==> src/rtl/assert_macros.svh <==
// Assertion macros for the color restoration RTL.
`ifndef ASSERT_MACROS_SVH
`define ASSERT_MACROS_SVH

`ifndef SYNTH
`define RCR_ASSERT(lbl, clk, rst_n, prop) \
  lbl: assert property (@(posedge clk) disable iff (!rst_n) (prop)) \
    else $error("color restoration assertion failed");
`define RCR_ASSERT_ALWAYS(lbl, clk, prop) \
  lbl: assert property (@(posedge clk) (prop)) \
    else $error("color restoration assertion failed");
`else
`define RCR_ASSERT(lbl, clk, rst_n, prop)
`define RCR_ASSERT_ALWAYS(lbl, clk, prop)
`endif

`endif

==> src/rtl/rcr_pkg.sv <==
// Types, constants and tables of the color restoration block.
package rcr_pkg;

  localparam int MAX_BANDS   = 3;
  localparam int NUM_LANES   = 3;
  localparam int SAMPLE_BITS = 8;
  localparam int V_BITS      = SAMPLE_BITS + 1;
  localparam int GAIN_BITS   = 8;
  localparam int CNT_BITS    = 2;
  localparam int ARG_BITS    = GAIN_BITS + V_BITS + CNT_BITS;
  localparam int SUM_BITS    = V_BITS + CNT_BITS;
  localparam int LOG_P_BITS  = 5;
  localparam int LOG_BITS    = LOG_P_BITS + 16;
  localparam int LOG10_2_BITS = 15;
  localparam int BK_BITS     = GAIN_BITS + LOG10_2_BITS;
  localparam int PROD_BITS   = LOG_BITS + BK_BITS;
  localparam int OUT_BITS    = 20;
  localparam int SHIFT_BITS  = 24;
  localparam int NORM_PAD    = 32 - ARG_BITS;

  localparam logic [LOG10_2_BITS-1:0] LOG10_2_Q16 = 15'd19728;
  localparam logic [LOG_BITS-1:0] SAT_POS = 21'd524287;
  localparam logic [LOG_BITS-1:0] SAT_NEG = 21'd524288;

  localparam int CFG_IDX_BITS  = 2;
  localparam int CFG_DATA_BITS = 8;
  localparam logic [CFG_IDX_BITS-1:0] CFG_BAND_COUNT = 2'd0;
  localparam logic [CFG_IDX_BITS-1:0] CFG_GAIN_ALPHA = 2'd1;
  localparam logic [CFG_IDX_BITS-1:0] CFG_GAIN_BETA  = 2'd2;

  localparam logic [CNT_BITS-1:0]  RST_BAND_COUNT = 2'd3;
  localparam logic [GAIN_BITS-1:0] RST_GAIN_ALPHA = 8'd128;
  localparam logic [GAIN_BITS-1:0] RST_GAIN_BETA  = 8'd46;

  localparam logic [16:0] LOG2_TAB [0:16] = '{
    17'd0,     17'd5732,  17'd11136, 17'd16248, 17'd21098, 17'd25711,
    17'd30109, 17'd34312, 17'd38336, 17'd42196, 17'd45904, 17'd49472,
    17'd52911, 17'd56229, 17'd59434, 17'd62534, 17'd65536
  };

  typedef struct packed {
    logic adv1;
    logic adv2;
    logic adv3;
  } rcr_adv_t;

endpackage

==> src/rtl/rcr_log2.sv <==
// Fixed-point Q.16 log2 from leading-one position and interpolated table.
module rcr_log2 (
  input  logic [rcr_pkg::ARG_BITS-1:0] x,
  output logic [rcr_pkg::LOG_BITS-1:0] y
);

  logic [rcr_pkg::LOG_P_BITS-1:0] pos;
  logic [rcr_pkg::LOG_P_BITS-1:0] shamt;
  logic [rcr_pkg::ARG_BITS-1:0]   shifted;
  logic [31:0]                    norm;
  logic [3:0]                     idx;
  logic [15:0]                    rem;
  logic [16:0]                    lo;
  logic [16:0]                    hi;
  logic [16:0]                    diff;
  logic [32:0]                    interp;

  always_comb begin
    pos = '0;
    for (int i = 0; i < rcr_pkg::ARG_BITS; i++) begin
      if (x[i]) begin
        pos = rcr_pkg::LOG_P_BITS'(i);
      end
    end
    shamt   = rcr_pkg::LOG_P_BITS'(rcr_pkg::ARG_BITS - 1) - pos;
    shifted = x << shamt;
    norm    = {shifted, {rcr_pkg::NORM_PAD{1'b0}}};
    idx     = norm[30:27];
    rem     = norm[26:11];
    lo      = rcr_pkg::LOG2_TAB[idx];
    hi      = rcr_pkg::LOG2_TAB[5'(idx) + 5'd1];
    diff    = hi - lo;
    interp  = 33'(diff) * 33'(rem);
    y       = {pos, 16'd0} + rcr_pkg::LOG_BITS'(lo) + rcr_pkg::LOG_BITS'(interp[32:16]);
  end

endmodule

==> config.mk <==
export PLATFORM = sky130hd
export DESIGN_NAME = rcr_log2
export DESIGN_NICKNAME = d
export VERILOG_FILES = /design/src/rtl/assert_macros.svh /design/src/rtl/rcr_pkg.sv /design/src/rtl/rcr_log2.sv
export SDC_FILE = /design/constraint.sdc
export NUM_CORES = 1
export LEC_CHECK = 0
export ABC_AREA = 0
export BUFFER_PORTS_ARGS = -buffer_cell sky130_fd_sc_hd__buf_2
export CAP_MARGIN = 20
export CORE_MARGIN = 5
export CORE_UTILIZATION = 49
export DETAILED_ROUTE_END_ITERATION = 10
export PLACE_DENSITY_LB_ADDON = 0.15
export SYNTH_ARGS = -nofsm -noshare
export SYNTH_HDL_FRONTEND = slang
export SYNTH_SLANG_ARGS = --single-unit
==> constraint.sdc <==
create_clock -name vclk -period 28.8
set_clock_uncertainty 0.15 [all_clocks]
set_input_delay 5.76 -clock vclk [all_inputs]
set_output_delay 5.76 -clock vclk [all_outputs]
set_load 0.005 [all_outputs]
======== After elaboration in Yosys (flattened, before gate mapping) ========
Memory sizes are Yosys's and may differ from the RTL's.
Index checks and enable logic that the tools add are counted.
word-level totals
  flip-flop bits (word level) ............. 0
  bits in read-only memories .............. 1,088
  input bits .............................. 19
  output and inout port bits .............. 21
  word-level logic and storage cells ...... 35
  memories kept ........................... 2
memory list
  name              words  bits a word  rd ports  clocked after memory_dff  write ports  line            source
  (name not given)  32     17           1         0                         0            rcr_log2.sv:31  hi = rcr_pkg::LOG2_TAB[5'(idx) + 5'd1];
  (name not given)  32     17           1         0                         0            rcr_log2.sv:30  lo = rcr_pkg::LOG2_TAB[idx];
cells by class
  add/subtract/negate cells ............... 5
  $mul .................................... 1
  order comparisons ....................... 2
  shift operators ......................... 1
  mux-type cells .......................... 22
  bitwise logic cells ..................... 2
operators with widths
  operator               number
  $mux W5                17
  $mux W17               4
  $add A21 B17 Y21       2
  $mul A17 B14 Y31       1
  $shl A19 B5 Y18        1
  $sub A17 B17 Y17       1
  $ge A5 B6 Y1 const B   1
  $ge A6 B6 Y1 const B   1
  $not A5 Y6             1
  $add A4 B1 Y5 const B  1
  $not A4 Y5             1
  $sub A5 B5 Y5 const A  1
  $mux W1                1

======== Longest topological paths before layout ========
Gate-level depths: netlist of run 1.
  word-level depth ........................ 28
  mapped depth ............................ 67
  mapped depth without buffers ............ 63

======== Worst setup path before layout of run 1 ========
OpenSTA, ideal clock, no wires.
  path kind ............................... input to output
  start ................................... input port x[12] (netlist name)
  end ..................................... output port y[16] (netlist name)
  data arrival time ....................... 19,444 ps
  setup slack ............................. 3,446 ps
  cell stages on the path ................. 67
  cells stage by stage .................... or4_1 a21oi_1 o31a_1 nor2_2 buf_4 inv_1 ha_1 clkbuf_1 o211ai_1 and4_4 buf_6 o21a_1 mux2i_1 nor2_1 a211oi_4 buf_2 ha_1 inv_1 (+31 left out) a31oi_1 a21oi_1 nor2b_1 nor2_1 xnor2_1 ha_1 nor2b_1 o21ai_0 a21boi_0 o21ai_0 a21boi_0 o21ai_0 a21oi_1 o41a_1 a41o_1 o21a_1 nor2_1 xnor2_1
between the ends
  word-level cells in the longest chain between the ends .. 17
  elaborated cells between the ends (all ways) .. 22
  classes of those cells .................. 5 x add/sub; 1 x mul; 1 x shift; 11 x mux; 2 x bitwise; 2 x memory
RTL lines
  element                                      line            source
  start: declaration                           rcr_log2.sv:3   input logic [rcr_pkg::ARG_BITS-1:0] x,
  $mux W5 (7 in a row)                         rcr_log2.sv:21  if (x[i]) begin
  $sub A5 B5 Y5                                rcr_log2.sv:25  shamt = rcr_pkg::LOG_P_BITS'(rcr_pkg::ARG_BITS - 1) - pos;
  $shl A19 B5 Y18                              rcr_log2.sv:26  shifted = x << shamt;
  $add A4 B1 Y5                                rcr_log2.sv:31
  $not A5 Y6 (implied by the code)             rcr_log2.sv:31
  $mem_v2 Z32 W17                              --
  $mux W17 (implied by the code) (2 in a row)  rcr_log2.sv:31
  $sub A17 B17 Y17                             rcr_log2.sv:32  diff = hi - lo;
  $mul A17 B14 Y31                             rcr_log2.sv:33  interp = 33'(diff) * 33'(rem);
  $add A21 B17 Y21 *                           rcr_log2.sv:34  y = {pos, 16'd0} + rcr_pkg::LOG_BITS'(lo) + rcr_pkg::LOG_BITS'(interp[32:16]);
  end: declaration                             rcr_log2.sv:4   output logic [rcr_pkg::LOG_BITS-1:0] y
Every way passes the cells marked *; elsewhere a longest branch is shown, timed or not. The select of a mux whose other input is x is not followed.

======== Final worst setup path of run 1 ========
  start ................................... input port x[12] (netlist name)
  end ..................................... output port y[18] (netlist name)
Same word-level chain as after synthesis.

==> results of run 1 <==
timing repair:
item / 4_1_cts / 5_1_grt
hold endpoints to repair: 0 / 0
setup endpoints to repair: 0 / 11
gates resized for setup: 0 / 9
through the flow:
stage	hold slack (ns)	instance area, um2
4_1_cts	11.85	11300
6_report	11.86	11300
3_3_place_gp	11.87	11300
3_5_place_dp	11.84	11300
2_1_floorplan	11.53	10700
5_1_grt	11.91	11300
routing by layer:
metal	wire (um)	GRT usage, %	vias to the layer above
met3	1400	1.26	26
met4	410	2.70	0
li1	-	-	4386
met5	0	0	-
met2	14600	43.0	224
met1	13300	34.6	4474
cell usage in the layout (no fill, tap or decap), types with 10 or more instances in the layout:
master | synthesis | layout
o21ai_0 | 39 | 39
nor2b_1 | 14 | 14
buf_4 | 4 | 23
mux2i_1 | 31 | 31
or3_1 | 10 | 10
nor3_1 | 30 | 29
nor2_1 | 167 | 166
xor2_1 | 17 | 15
buf_2 | 9 | 40
o21a_1 | 11 | 11
nand3_1 | 18 | 18
a21oi_1 | 46 | 46
a21o_1 | 15 | 15
xnor2_1 | 46 | 45
a211oi_1 | 11 | 10
nand2_1 | 172 | 172
fa_1 | 178 | 178
and2_1 | 14 | 14
nand2b_1 | 11 | 11
ha_1 | 138 | 136
inv_1 | 218 | 218
worst max path at each step:
stage / endpoint
2_1_floorplan: y[16]
3_3_place_gp: y[16]
3_5_place_dp: y[18]
4_1_cts: y[18]
5_1_grt: y[18]
6_report: y[18]
critical path, delay by kind of cell:
family	cells	cell delay, ns
AND/OR/NAND/NOR	18	3.62
adder cells (fa/ha/maj)	12	5.03
AO/OA/AOI/OAI	21	5.15
XOR/XNOR	3	0.73
multiplexers	1	0.15
buffers and inverters	10	1.26
area by class of cell:
type,instances,area [um2],area share (%)
multi-input combinational,1082,9770,86.3
inverter,220,826,7.30
tap,280,350,3.10
timing repair buffer,63,373,3.29
kinds of logic (layout without fill, tap and decap cells):
family	count (synthesis)	count (layout)	synth area share (%)
AND/OR/NAND/NOR	472	472	19.5
adder cells (fa/ha/maj)	316	316	49.4
buffers and inverters	268	283	9.78
AO/OA/AOI/OAI	193	193	12.4
XOR/XNOR	64	64	5.31
multiplexers	37	37	3.68
==> qor.yml, run 1 <==
clock_tree:
  cts_hold_buf: 0
  post_cts_buffers: 0
logic_synthesis:
  synth.avg_cell_area_um2: 7.93
  synthTopCellsByCount: "inv_1, fa_1, nand2_1, nor2_1, ha_1"
  syn-cell-area_um2: 10700
  seq_area_frac_synth_pct: 0
  ys_types: 74
  synth.most_common_cell: "inv_1"
  yosys_warnings: 0
  syn-num-nets: 1685
  synth.largest_area_cell: "fa_1"
  yosysTopAreaCellShare_pct: 33.3
  synthCells: 1350
  synth_area_leaders: "fa_1, ha_1, inv_1, nand2_1, nor2_1"
place:
  place_inst: 1645
  place_congestion: 0.932
  io_buffers: 40
  dpl_worst_slack_ns: 0.723
  dpl.hpwl_um: 25000
timing:
  maxSlewHeadroom_pct: 27.4
  tightest_slew_ns: 1.08
  finalCritPeriodShare_pct: 95.9
  fin_ws_ns: 1.17
  hold_viol_final: 0
  slew_viol_final: 0
  period_needed_ns: 27.63
  maxClockFrequency_mhz: 36.2
  setup_viol: 0
  final.setup.tns_ns: 0
  rsz0062_at_grt: "false"
hold_path:
  hold-path-cell-count: 4
  min_to: "y[20]"
  hp-class: "in -> out"
  min_from: "x[17]"
critical_path:
  endpoint_kind: "output port"
  startpoint_type: "primary input"
  path_class: "in -> out"
  crit_slowest_cell: "or4_1"
  crit_fanout: 16
  max_stage_delay_ns: 0.58
  required_ns: 22.89
  critPathLaunch: "x[12]"
  crit_arrival_ns: 21.72
detailed_routing:
  wl_per_cell_um: 18.1
  drc_errors: 0
  drt_iter0_markers: 541
  ant_nets: 0
  avgViaCountPerCell: 5.54
  totalWireLength_um: 29700
  drtPass1Iterations: 5
  vias: 9110
global_routing:
  grt_pass1_vias: 9029
  grt-ovfl-total: 0
  antenna_found_initial: 0
  grtUsageTotal_pct: 24.5
  grt_pass1_wl_um: 48600
  grt_max_degree: 31
floorplanning:
  row_count: 54
  die_w_um: 158
  start_util_pct: 49.4
  top_level_ports: 40
  coreArea_um2: 21700
  dieArea_um2: 24900
  die_h_um: 158
cells_and_area:
  nFlopsAndLatches: 0
  antenna_cells: 0
  nClkBuffers: 0
  utilization_pct: 52.2
  seqCellArea_um2: 0
  stdcell_count: 1645
  drive_gt1_share_pct: 7.69
  fin_nets: 1702
  nFillCells: 2159
  synthToLayoutAreaGrowth_pct: 5.69
job:
  drv_cap: 0
status:
  run_status: "finished clean"
Power of run 1 is left out: the tool's default activity adds up to more than one toggle a clock period on the data nets, which glitch-free logic cannot reach.
==> run 2: changes to the inputs <==
--- a/config.mk
+++ b/config.mk
@@ -12,6 +12,7 @@
 export CORE_UTILIZATION = 49
 export DETAILED_ROUTE_END_ITERATION = 10
 export PLACE_DENSITY_LB_ADDON = 0.15
+export RECOVER_POWER = 50
 export SYNTH_ARGS = -nofsm -noshare
 export SYNTH_HDL_FRONTEND = slang
 export SYNTH_SLANG_ARGS = --single-unit
==> run 2 against run 1 <==
Effect of this change: first-iteration DRC count rose by 0.55%; worst hold slack got worse by 0.0021 ns; via count hardly changed; non-clock buffer count unchanged; critical path depth up 1; wire length hardly changed; setup slack better by 0.0055 ns; die area stayed put; sequential share of layout area unchanged; global-route usage did not move; cell count is the same.
==> qor.yml, run 2 (synthesis results as in run 1) <==
timing:
  rsz0062_at_grt: "false"
  period_needed_ns: 27.63
  final.setup.tns_ns: 0
  tightest_slew_ns: 1.08
  setup_viol: 0
  slew_viol_final: 0
  hold_viol_final: 0
  maxClockFrequency_mhz: 36.2
  maxSlewHeadroom_pct: 27.4
  finalCritPeriodShare_pct: 95.9
clock_tree:
  cts_hold_buf: 0
detailed_routing:
  avgViaCountPerCell: 5.53
  drtPass1Iterations: 5
  ant_nets: 0
  drt_iter0_markers: 544
  wl_per_cell_um: 18.1
  vias: 9101
  drc_errors: 0
  totalWireLength_um: 29700
cells_and_area:
  final_common_cell: "inv_1"
  fin_nets: 1702
  nFlopsAndLatches: 0
  final_cell_mix: "inv_1, fa_1, nand2_1"
  nClkBuffers: 0
  nFillCells: 2160
  drive_gt1_share_pct: 7.62
  seqCellArea_um2: 0
  synthToLayoutAreaGrowth_pct: 5.68
  antenna_cells: 0
critical_path:
  required_ns: 22.89
  max_stage_delay_ns: 0.58
  crit_fanout: 21
  path_class: "in -> out"
  crit_arrival_ns: 21.72
  crit_slowest_cell: "or4_1"
  endpoint_kind: "output port"
  startpoint_type: "primary input"
  timing.critical_path.mode_cell: "inv_1"
global_routing:
  grt_pass1_wl_um: 48600
  grt_max_degree: 31
  grt_pass1_vias: 9029
  grt-ovfl-total: 0
  antenna_found_initial: 0
  grtUsageTotal_pct: 24.5
floorplanning:
  row_count: 54
  top_level_ports: 40
  coreArea_um2: 21700
  die_h_um: 158
  die_w_um: 158
  start_util_pct: 49.4
  dieArea_um2: 24900
hold_path:
  hp-class: "in -> out"
place:
  io_buffers: 40
  dpl.hpwl_um: 25000
  place_congestion: 0.932
job:
  drv_cap: 0
status:
  run_status: "finished clean"
## run 2: cell count changes in the layout (fill, tap and decap cells not counted)
cell	change
buf_2	-2
clkbuf_1	+1
clkbuf_2	+1
## run 2: metrics by stage
step	hold WS, ns	instance area [um2]	cells	utilization [%]	worst slack, ns
floorplan	11.53	10700	1350	-	3.45
global placement	11.87	11300	1645	51.9	0.784
detailed placement	11.84	11300	1645	51.9	0.723
CTS	11.85	11300	1645	51.9	0.641
global route	11.91	11300	1645	52.2	0.00242
finish	11.86	11300	1645	52.2	1.17
## run 2: layer usage
layer,vias to the layer above,wire [um],GRT usage [%]
li1,4384,-,-
met1,4473,13300,34.6
met2,216,14600,43.0
met3,28,1360,1.26
met4,0,422,2.70
met5,-,0,0
## run 2: final timing paths
| path | startpoint | endpoint | slack, ns | cells after the start |
|---|---|---|---|---|
| max | x[12] | y[18] | 1.17 | 66 |
| min | x[17] | y[20] | 11.86 | 4 |
## run 2: worst max-delay path: cells and delay by family
family	cells	cell delay (ns)
AO/OA/AOI/OAI	21	4.64
AND/OR/NAND/NOR	17	3.53
multiplexers	3	0.99
XOR/XNOR	3	0.73
adder cells (fa/ha/maj)	11	4.65
buffers and inverters	11	1.37
## run 2: final cells by class
cell class | count | area [um2] | area share [%]
multi-input combinational | 1082 | 9770 | 86.3
timing repair buffer | 63 | 372 | 3.28
inverter | 220 | 826 | 7.30
tap | 280 | 350 | 3.10
## run 2: timing repair
item	4_1_cts	5_1_grt
setup endpoints to repair	0	11
resized for setup	0	9
hold endpoints to repair	0	0
setup buffers	0	0
Power of run 2 is left out for the same reason.
