$ cat config.mk
export PLATFORM = sky130hd
export DESIGN_NAME = rcr_lane
export DESIGN_NICKNAME = d
export VERILOG_FILES = /design/src/rtl/assert_macros.svh /design/src/rtl/rcr_pkg.sv /design/src/rtl/rcr_log2.sv /design/src/rtl/rcr_lane.sv
export SDC_FILE = /design/constraint.sdc
export NUM_CORES = 2
export LEC_CHECK = 0
export ABC_AREA = 1
export BUFFER_PORTS_ARGS = -buffer_cell sky130_fd_sc_hd__buf_2
export CAP_MARGIN = 20
export CORE_MARGIN = 10
export CORE_UTILIZATION = 60
export DETAILED_ROUTE_END_ITERATION = 8
export GPL_TIMING_DRIVEN = 0
export MAX_ROUTING_LAYER = met4
export PLACE_DENSITY = 0.77
export SLEW_MARGIN = 20
export SYNTH_ARGS = -nofsm -noshare
export SYNTH_HDL_FRONTEND = slang
export SYNTH_SLANG_ARGS = --single-unit
export TNS_END_PERCENT = 30
$ cat constraint.sdc
create_clock -name clk -period 32.8 [get_ports clk]
set_clock_uncertainty 0.15 [all_clocks]
set_input_delay 1.64 -clock clk [delete_from_list [all_inputs] [get_ports clk]]
set_output_delay 1.64 -clock clk [all_outputs]
set_load 0.05 [all_outputs]
$ cat src/rtl/assert_macros.svh
// Assertion macros for the color restoration RTL.
`ifndef ASSERT_MACROS_SVH
`define ASSERT_MACROS_SVH

`ifndef SYNTH
`define RCR_ASSERT(lbl, clk, rst_n, prop) \
  lbl: assert property (@(posedge clk) disable iff (!rst_n) (prop)) \
    else $error("color restoration assertion failed");
`define RCR_ASSERT_ALWAYS(lbl, clk, prop) \
  lbl: assert property (@(posedge clk) (prop)) \
    else $error("color restoration assertion failed");
`else
`define RCR_ASSERT(lbl, clk, rst_n, prop)
`define RCR_ASSERT_ALWAYS(lbl, clk, prop)
`endif

`endif

$ cat src/rtl/rcr_pkg.sv
// Types, constants and tables of the color restoration block.
package rcr_pkg;

  localparam int MAX_BANDS   = 3;
  localparam int NUM_LANES   = 3;
  localparam int SAMPLE_BITS = 8;
  localparam int V_BITS      = SAMPLE_BITS + 1;
  localparam int GAIN_BITS   = 8;
  localparam int CNT_BITS    = 2;
  localparam int ARG_BITS    = GAIN_BITS + V_BITS + CNT_BITS;
  localparam int SUM_BITS    = V_BITS + CNT_BITS;
  localparam int LOG_P_BITS  = 5;
  localparam int LOG_BITS    = LOG_P_BITS + 16;
  localparam int LOG10_2_BITS = 15;
  localparam int BK_BITS     = GAIN_BITS + LOG10_2_BITS;
  localparam int PROD_BITS   = LOG_BITS + BK_BITS;
  localparam int OUT_BITS    = 20;
  localparam int SHIFT_BITS  = 24;
  localparam int NORM_PAD    = 32 - ARG_BITS;

  localparam logic [LOG10_2_BITS-1:0] LOG10_2_Q16 = 15'd19728;
  localparam logic [LOG_BITS-1:0] SAT_POS = 21'd524287;
  localparam logic [LOG_BITS-1:0] SAT_NEG = 21'd524288;

  localparam int CFG_IDX_BITS  = 2;
  localparam int CFG_DATA_BITS = 8;
  localparam logic [CFG_IDX_BITS-1:0] CFG_BAND_COUNT = 2'd0;
  localparam logic [CFG_IDX_BITS-1:0] CFG_GAIN_ALPHA = 2'd1;
  localparam logic [CFG_IDX_BITS-1:0] CFG_GAIN_BETA  = 2'd2;

  localparam logic [CNT_BITS-1:0]  RST_BAND_COUNT = 2'd3;
  localparam logic [GAIN_BITS-1:0] RST_GAIN_ALPHA = 8'd128;
  localparam logic [GAIN_BITS-1:0] RST_GAIN_BETA  = 8'd46;

  localparam logic [16:0] LOG2_TAB [0:16] = '{
    17'd0,     17'd5732,  17'd11136, 17'd16248, 17'd21098, 17'd25711,
    17'd30109, 17'd34312, 17'd38336, 17'd42196, 17'd45904, 17'd49472,
    17'd52911, 17'd56229, 17'd59434, 17'd62534, 17'd65536
  };

  typedef struct packed {
    logic adv1;
    logic adv2;
    logic adv3;
  } rcr_adv_t;

endpackage

$ cat src/rtl/rcr_log2.sv
// Fixed-point Q.16 log2 from leading-one position and interpolated table.
module rcr_log2 (
  input  logic [rcr_pkg::ARG_BITS-1:0] x,
  output logic [rcr_pkg::LOG_BITS-1:0] y
);

  logic [rcr_pkg::LOG_P_BITS-1:0] pos;
  logic [rcr_pkg::LOG_P_BITS-1:0] shamt;
  logic [rcr_pkg::ARG_BITS-1:0]   shifted;
  logic [31:0]                    norm;
  logic [3:0]                     idx;
  logic [15:0]                    rem;
  logic [16:0]                    lo;
  logic [16:0]                    hi;
  logic [16:0]                    diff;
  logic [32:0]                    interp;

  always_comb begin
    pos = '0;
    for (int i = 0; i < rcr_pkg::ARG_BITS; i++) begin
      if (x[i]) begin
        pos = rcr_pkg::LOG_P_BITS'(i);
      end
    end
    shamt   = rcr_pkg::LOG_P_BITS'(rcr_pkg::ARG_BITS - 1) - pos;
    shifted = x << shamt;
    norm    = {shifted, {rcr_pkg::NORM_PAD{1'b0}}};
    idx     = norm[30:27];
    rem     = norm[26:11];
    lo      = rcr_pkg::LOG2_TAB[idx];
    hi      = rcr_pkg::LOG2_TAB[5'(idx) + 5'd1];
    diff    = hi - lo;
    interp  = 33'(diff) * 33'(rem);
    y       = {pos, 16'd0} + rcr_pkg::LOG_BITS'(lo) + rcr_pkg::LOG_BITS'(interp[32:16]);
  end

endmodule

$ cat src/rtl/rcr_lane.sv
// One band lane: log argument, log2, scaled difference, rounding and saturation.
module rcr_lane (
  input  logic                                clk,
  input  rcr_pkg::rcr_adv_t                   adv,
  input  logic [rcr_pkg::V_BITS-1:0]          v,
  input  logic [rcr_pkg::GAIN_BITS-1:0]       alpha,
  input  logic [rcr_pkg::CNT_BITS-1:0]        n,
  input  logic [rcr_pkg::LOG_BITS-1:0]        log_sum,
  input  logic [rcr_pkg::BK_BITS-1:0]         beta_k,
  output logic signed [rcr_pkg::OUT_BITS-1:0] factor
);

  logic [rcr_pkg::GAIN_BITS+rcr_pkg::V_BITS-1:0] av;
  logic [rcr_pkg::ARG_BITS-1:0]  arg_nxt;
  logic [rcr_pkg::ARG_BITS-1:0]  arg_r;
  logic [rcr_pkg::LOG_BITS-1:0]  log_arg;
  logic [rcr_pkg::LOG_BITS-1:0]  la_r;
  logic signed [rcr_pkg::LOG_BITS:0] d;
  logic [rcr_pkg::LOG_BITS-1:0]  mag;
  logic [rcr_pkg::PROD_BITS-1:0] prod_nxt;
  logic [rcr_pkg::PROD_BITS-1:0] prod_r;
  logic                          neg_r;
  logic [rcr_pkg::PROD_BITS:0]   rnd;
  logic [rcr_pkg::LOG_BITS-1:0]  q;
  logic [rcr_pkg::LOG_BITS-1:0]  sat;

  always_comb begin
    av = (rcr_pkg::GAIN_BITS + rcr_pkg::V_BITS)'(alpha) *
         (rcr_pkg::GAIN_BITS + rcr_pkg::V_BITS)'(v);
    unique case (n)
      2'd0:    arg_nxt = '0;
      2'd1:    arg_nxt = rcr_pkg::ARG_BITS'(av);
      2'd2:    arg_nxt = rcr_pkg::ARG_BITS'(av) << 1;
      default: arg_nxt = rcr_pkg::ARG_BITS'(av) + (rcr_pkg::ARG_BITS'(av) << 1);
    endcase
  end

  rcr_log2 u_log (.x(arg_r), .y(log_arg));

  always_comb begin
    d        = $signed({1'b0, la_r}) - $signed({1'b0, log_sum});
    mag      = d[rcr_pkg::LOG_BITS] ? rcr_pkg::LOG_BITS'(-d) : d[rcr_pkg::LOG_BITS-1:0];
    prod_nxt = rcr_pkg::PROD_BITS'(mag) * rcr_pkg::PROD_BITS'(beta_k);
  end

  always_ff @(posedge clk) begin
    if (adv.adv1) begin
      arg_r <= arg_nxt;
    end
    if (adv.adv2) begin
      la_r <= log_arg;
    end
    if (adv.adv3) begin
      prod_r <= prod_nxt;
      neg_r  <= d[rcr_pkg::LOG_BITS];
    end
  end

  always_comb begin
    rnd = {1'b0, prod_r} + ((rcr_pkg::PROD_BITS + 1)'(1) << (rcr_pkg::SHIFT_BITS - 1));
    q   = rcr_pkg::LOG_BITS'(rnd >> rcr_pkg::SHIFT_BITS);
    if (neg_r) begin
      sat = (q > rcr_pkg::SAT_NEG) ? rcr_pkg::SAT_NEG : q;
      factor = rcr_pkg::OUT_BITS'(-sat);
    end else begin
      sat = (q > rcr_pkg::SAT_POS) ? rcr_pkg::SAT_POS : q;
      factor = rcr_pkg::OUT_BITS'(sat);
    end
  end

endmodule
Word level (Yosys, flattened, before mapping)
Memory sizes are Yosys's and may differ from the RTL's.
Cells that the tools add are included.
{"block": "word_totals", "reg_bits": 85, "mem_bits_ro": 1088, "inputBits": 67, "word_cells": 56, "n_memories": 2}
{"name": "(no name shown)", "words": 32, "word_bits": 17, "rd": 1, "rd_ports_with_merged_regs": 0, "wr": 0, "line_no": "rcr_log2.sv:31", "source": "hi = rcr_pkg::LOG2_TAB[5'(idx) + 5'd1];"}
{"name": "(no name shown)", "words": 32, "word_bits": 17, "rd": 1, "rd_ports_with_merged_regs": 0, "wr": 0, "line_no": "rcr_log2.sv:30", "source": "lo = rcr_pkg::LOG2_TAB[idx];"}
{"block": "op_classes", "n_addsub": 10, "n_mul": 3, "order_cmp": 4, "eq_ne": 2, "shifts": 1, "mux": 27, "n_bitwise": 2, "reduce_logical": 1}
{"cell": "$mux W17", "n": 4}
{"cell": "$mux W20", "n": 3}
{"cell": "$pmux W19 S3", "n": 1}
{"cell": "$add A44 B24 Y45 const B", "n": 1}
{"cell": "$mul A21 B23 Y44", "n": 1}
{"cell": "$add A21 B17 Y21", "n": 2}
{"cell": "$mux W4", "n": 8}
{"cell": "$mul A17 B14 Y31", "n": 1}
{"cell": "$sub A21 B21 Y22", "n": 1}
{"cell": "$gt A21 B19 Y1 const B", "n": 1}
{"cell": "$gt A21 B20 Y1 const B", "n": 1}
{"cell": "$mux W21", "n": 1}
{"cell": "$neg A21 Y21", "n": 1}
{"cell": "$neg A20 Y20", "n": 1}
{"cell": "$add A17 B18 Y19", "n": 1}
{"cell": "$shl A19 B5 Y18", "n": 1}
{"cell": "$mul A8 B9 Y17", "n": 1}
{"cell": "$sub A17 B17 Y17", "n": 1}
{"cell": "$mux W5", "n": 3}
{"cell": "$mux W3", "n": 4}
{"cell": "$ge A5 B6 Y1 const B", "n": 1}
{"cell": "$ge A6 B6 Y1 const B", "n": 1}
{"cell": "$not A5 Y6", "n": 1}
{"cell": "$add A4 B1 Y5 const B", "n": 1}
{"cell": "other kinds (7)", "n": 8}

Longest topological paths before layout
{"block": "depth", "depth_word": 28, "ltp_mapped": 93, "ltp_nobuf": 89}

Hierarchy
Synthesis repeated with hierarchy kept, for this count alone.
{"block": "hier_totals", "hier_cells": 4760, "hier_area_um2": 35160.0}
{"mod": "rcr_lane", "n_inst": 1, "cells_per_inst": 3148, "area_per_inst_um2": 24164.4, "seq_area_each_um2": 1861.8}
{"mod": "rcr_log2", "n_inst": 1, "cells_per_inst": 1612, "area_per_inst_um2": 10995.5, "seq_area_each_um2": 0.0}

Least setup slack after synthesis
No wires, ideal clock.
{"block": "synth_path", "path_kind": "register to register", "from": "register arg_r[3] (netlist name)", "to": "register la_r[18] (netlist name) (data pin)", "arrival_time_ns": 12.751, "slack_ns": 19.637, "stages_incl_launch_ff": 87, "n_path_buf": 5, "path_cell_list": "edfxtp_1 -> inv_1 -> nand2_1 -> nand2_1 -> nand2_1 -> nand2_1 -> nand2_1 -> nand2_1 -> nand2_1 -> nand2_1 -> nand2_1 -> nand2_1 -> nand2_1 -> nand2_1 -> nand2_1 -> nand2_2 -> nand2_2 -> buf_4 -> [51 not listed] -> ha_1 -> nand3_1 -> nand2_1 -> a21oi_1 -> o21bai_1 -> nand2_1 -> nand2_1 -> a21oi_1 -> o21ai_0 -> nand2_1 -> nand2_1 -> nand3_1 -> nand2_1 -> a21oi_1 -> o21bai_1 -> a21oi_1 -> or2_2 -> xor2_1"}
{"block": "synth_between", "elab_chain_cells": 26, "elab_cells_between_ends": 31, "classes_between": "add/sub (5); mul (1); shift (1); mux (20); bitwise (2); memory (2)"}
{"item": "start, declared", "line_no": "rcr_lane.sv:15", "source": "logic [rcr_pkg::ARG_BITS-1:0] arg_r;"}
{"item": "start signal, assigned", "line_no": "rcr_lane.sv:48", "source": "arg_r <= arg_nxt;"}
{"item": "$mux W2", "line_no": "rcr_log2.sv:21", "source": "if (x[i]) begin"}
{"item": "$mux W3 (4 in series)", "line_no": "rcr_log2.sv:21"}
{"item": "$mux W4 (8 in series)", "line_no": "rcr_log2.sv:21"}
{"item": "$mux W5 (3 in series)", "line_no": "rcr_log2.sv:21"}
{"item": "$sub A5 B5 Y5", "line_no": "rcr_log2.sv:25", "source": "shamt = rcr_pkg::LOG_P_BITS'(rcr_pkg::ARG_BITS - 1) - pos;"}
{"item": "$shl A19 B5 Y18", "line_no": "rcr_log2.sv:26", "source": "shifted = x << shamt;"}
{"item": "$add A4 B1 Y5", "line_no": "rcr_log2.sv:31"}
{"item": "$not A5 Y6 (not written as such)", "line_no": "rcr_log2.sv:31"}
{"item": "$mem_v2 Z32 W17"}
{"item": "$mux W17 (not written as such) (2 in series)", "line_no": "rcr_log2.sv:31"}
{"item": "$sub A17 B17 Y17", "line_no": "rcr_log2.sv:32", "source": "diff = hi - lo;"}
{"item": "$mul A17 B14 Y31", "line_no": "rcr_log2.sv:33", "source": "interp = 33'(diff) * 33'(rem);"}
{"item": "$add A21 B17 Y21 (*)", "line_no": "rcr_log2.sv:34", "source": "y = {pos, 16'd0} + rcr_pkg::LOG_BITS'(lo) + rcr_pkg::LOG_BITS'(interp[32:16]);"}
{"item": "via log_arg, one bit", "line_no": "rcr_lane.sv:16", "source": "logic [rcr_pkg::LOG_BITS-1:0] log_arg;"}
{"item": "end signal, assigned", "line_no": "rcr_lane.sv:51", "source": "la_r <= log_arg;"}
{"item": "end, declared", "line_no": "rcr_lane.sv:17", "source": "logic [rcr_pkg::LOG_BITS-1:0] la_r;"}
Mark *: on every way through the listed nets, which the timed path passes. The rest lies on a longest branch. The select of a mux whose other input is x is not followed.
A chain may end at the register's enable or synchronous reset.

Final worst setup path
{"block": "layout_path", "from": "register arg_r[1] (netlist name)", "to": "register la_r[19] (netlist name) (data pin)"}
{"block": "layout_between", "elab_chain_cells": 28, "elab_cells_between_ends": 33, "classes_between": "add/sub (5); mul (1); shift (1); mux (22); bitwise (2); memory (2)"}
{"item": "$mux W1", "line_no": "rcr_log2.sv:21"}
{"item": "$mux W2 (2 in series)", "line_no": "rcr_log2.sv:21"}
{"item": "$mux W3 (4 in series)", "line_no": "rcr_log2.sv:21"}
{"item": "$mux W4 (8 in series)", "line_no": "rcr_log2.sv:21"}
{"item": "$mux W5 (3 in series)", "line_no": "rcr_log2.sv:21"}
{"item": "$sub A5 B5 Y5", "line_no": "rcr_log2.sv:25"}
{"item": "$shl A19 B5 Y18", "line_no": "rcr_log2.sv:26"}
{"item": "$add A4 B1 Y5", "line_no": "rcr_log2.sv:31"}
{"item": "$not A5 Y6 (not written as such)", "line_no": "rcr_log2.sv:31"}
{"item": "$mem_v2 Z32 W17"}
{"item": "$mux W17 (not written as such) (2 in series)", "line_no": "rcr_log2.sv:31"}
{"item": "$sub A17 B17 Y17", "line_no": "rcr_log2.sv:32"}
{"item": "$mul A17 B14 Y31", "line_no": "rcr_log2.sv:33"}
{"item": "$add A21 B17 Y21 (*)", "line_no": "rcr_log2.sv:34"}
{"item": "via log_arg, one bit", "line_no": "rcr_lane.sv:16"}
Marks and branches as above.

==> results.tsv <==
metric	value	unit
synth_edf_count	62	
crit_type	reg2reg	
track_usage	31.1	%
grt_overflow	0	
grt_antenna_before_repair	3	
worstRegToRegCells	82	
finalSetupTns	0	ps
detail_route.wl_per_cell	18.6	um
viasPerCell	5.55	
cp-startpoint	arg_r[1]	
met2_length	46200	um
synth_seq_cells	62	
r2r-end	la_r[19]	
ys_types	64	
tritoncts	done	
numCtsBuffers	9	
die_h	259	um
timing.critical_path.to_type	register	
cts_hold_buffers	0	
postSynthAreaPerCell	7.54	sq um
fillCellCount	5222	
cts_buffer_depth	2	
cts.sinks	62	
row_count	87	
synth_area_leaders	fa_1 36%, ha_1 13%, inv_1 11%	
cp_slowest_cell	xor2_1	
gp_congestion	1.02	
synth_warnings	0	
final_nets	5648	
cp.required	32740	ps
cp.arrival	16040	ps
seqCellArea	0.00186	sq mm
clk_pin_slew	60	ps
drt-initial-drc-count	2632	
synth-main-ff-cell	edfxtp_1	
synth_top_area_share	36.2	%
dieArea	0.0669	sq mm
first_global_vias	29600	
multi_input_area	0.0278	sq mm
core	0.0564	sq mm
ys_seq_area_share	5.45	%
cap_viol_max_count	0	
grt_pass1_wl	160000	um
syn-num-nets	5583	
ant_nets	0	
syn2layout_area_growth	4.43	%
holdCritPathClass	reg2reg	
dr_wl_met3	7410	um
place_ws	16980	ps
clkLatencyLatePin	350	ps
start_util	60.6	%
synth_largest_area_cell	fa_1	
wl_met1	40600	um
outcome	finished clean	
period_share	49.1	%
grt_start_max_net_pins	23	
finalHoldViolations	0	
hpwlAfterDp	86500	um
r2r_slack	16690	ps
wl	99600	um
period_minus_slack	16110	ps
dr.pass1.iters	6	
top_layer	met4	
max_stage_delay	610	ps
rsz0062_at_grt	no	
die_w	259	um
async_flop_share	0	%
setup_violations	0	
path_max_fanout	11	
path_common_cell	nand2_1	
port_buffers	54	
finalWorstSetupSlack	16690	ps
synthCells	4531	
cts_resized	0	
post_cts_buffers	0	
drc_errors	0	
drive_above_1_share	3.61	%
io_pins	87	
synth_area	0.0342	sq mm
cp-start-kind	register	
endpoint	la_r[19]	
drv_slew	0	
worstMarginPinSlew	1150	ps
cts_htree_levels	3	
worstReg2RegStart	arg_r[1]	
slew_headroom	23.4	%
max_freq	62.1	MHz
via_count	29700	
cts_root_buf	clkbuf_16	
==> registers in the layout, summed over array words and instances, names as in the netlist <==
register / cells
prod_r: 21
la_r: 21
neg_r: 1
arg_r: 19
==> stage by stage <==
step	hold WS, ps	cell area (sq um)	utilization, %	std cells
6_report	592	35700	63.3	5359
5_1_grt	662	35700	63.3	5359
3_3_place_gp	587	35400	62.7	5341
3_5_place_dp	592	35400	62.7	5341
4_1_cts	595	35700	63.2	5357
2_1_floorplan	505	34200	-	4531
==> worst max-delay path: cells and delay by family, from the launching register on <==
kind,cells,cell delay (ps)
buffers and inverters,13,2510
and+or+nand+nor,34,3010
adders and majority gates,12,4850
DFF,1,440
AOI/OAI and AO/OA,20,3900
xor gates and xnor gates,3,930
==> worst min-delay path by stage <==
stage,startpoint,slack [ps],end,cells after the start
3_3_place_gp,arg_r[18],590,la_r[20],4
6_report,arg_r[18],590,la_r[20],4
3_5_place_dp,arg_r[18],590,la_r[20],4
2_1_floorplan,arg_r[17],510,la_r[20],4
5_1_grt,arg_r[18],660,la_r[20],4
4_1_cts,arg_r[18],590,la_r[20],4
==> routing by layer <==
layer	track usage, %	vias up
met5	-	-
met1	39.4	14400
met4	13.9	0
met2	49.5	1268
met3	3.93	229
li1	-	13900
==> area by class of cell <==
type,count,share of cell area [%]
repair buffers,54,0.758
multi-input cells,3294,78.0
well taps,756,2.65
clock buffers,12,0.663
clock inverters,4,0.133
inverters,1037,10.9
diodes,2,0.0140
flip-flops and latches,62,5.22
plain buffers,138,1.65
==> cells in the final DEF (no fill, tap or decap), types with 66 or more instances in the layout <==
| cell type | instances |
|---|---|
| clkbuf_1 | 112 |
| o21ai_0 | 145 |
| nand2_1 | 945 |
| xor2_1 | 93 |
| a21oi_1 | 185 |
| nor2_1 | 504 |
| nand3_1 | 122 |
| fa_1 | 617 |
| ha_1 | 368 |
| buf_2 | 66 |
| inv_1 | 1013 |
==> synth_stat cells (all sizes together), types with 9 or more instances <==
cell and count:
buf 28, o21bai 20, nand2 963, a21oi 186
xor2 97, edfxtp 62, o21ai 180, nor2 513
nand3b 10, nand3 126, ha 368, clkinv 11
nor3 33, inv 1026, xnor2 32, o21a 14
a31oi 21, nor4 9, or2 11, clkbuf 110
o221ai 15, fa 617, nand4 21
==> cell families (layout without fill, tap and decap cells) <==
group,count (synthesis),after routing,share of synthesized area (%)
other,0,2,0
xor gates and xnor gates,129,129,3.41
buffers and inverters,1175,1245,13.1
muxes,4,4,0.117
DFF,62,62,5.45
AOI/OAI and AO/OA,480,480,8.03
adders and majority gates,985,985,49.6
and+or+nand+nor,1696,1696,20.2
Power is left out: the tool's default activity adds up to more than one toggle a clock period on the data nets, which glitch-free logic cannot reach.
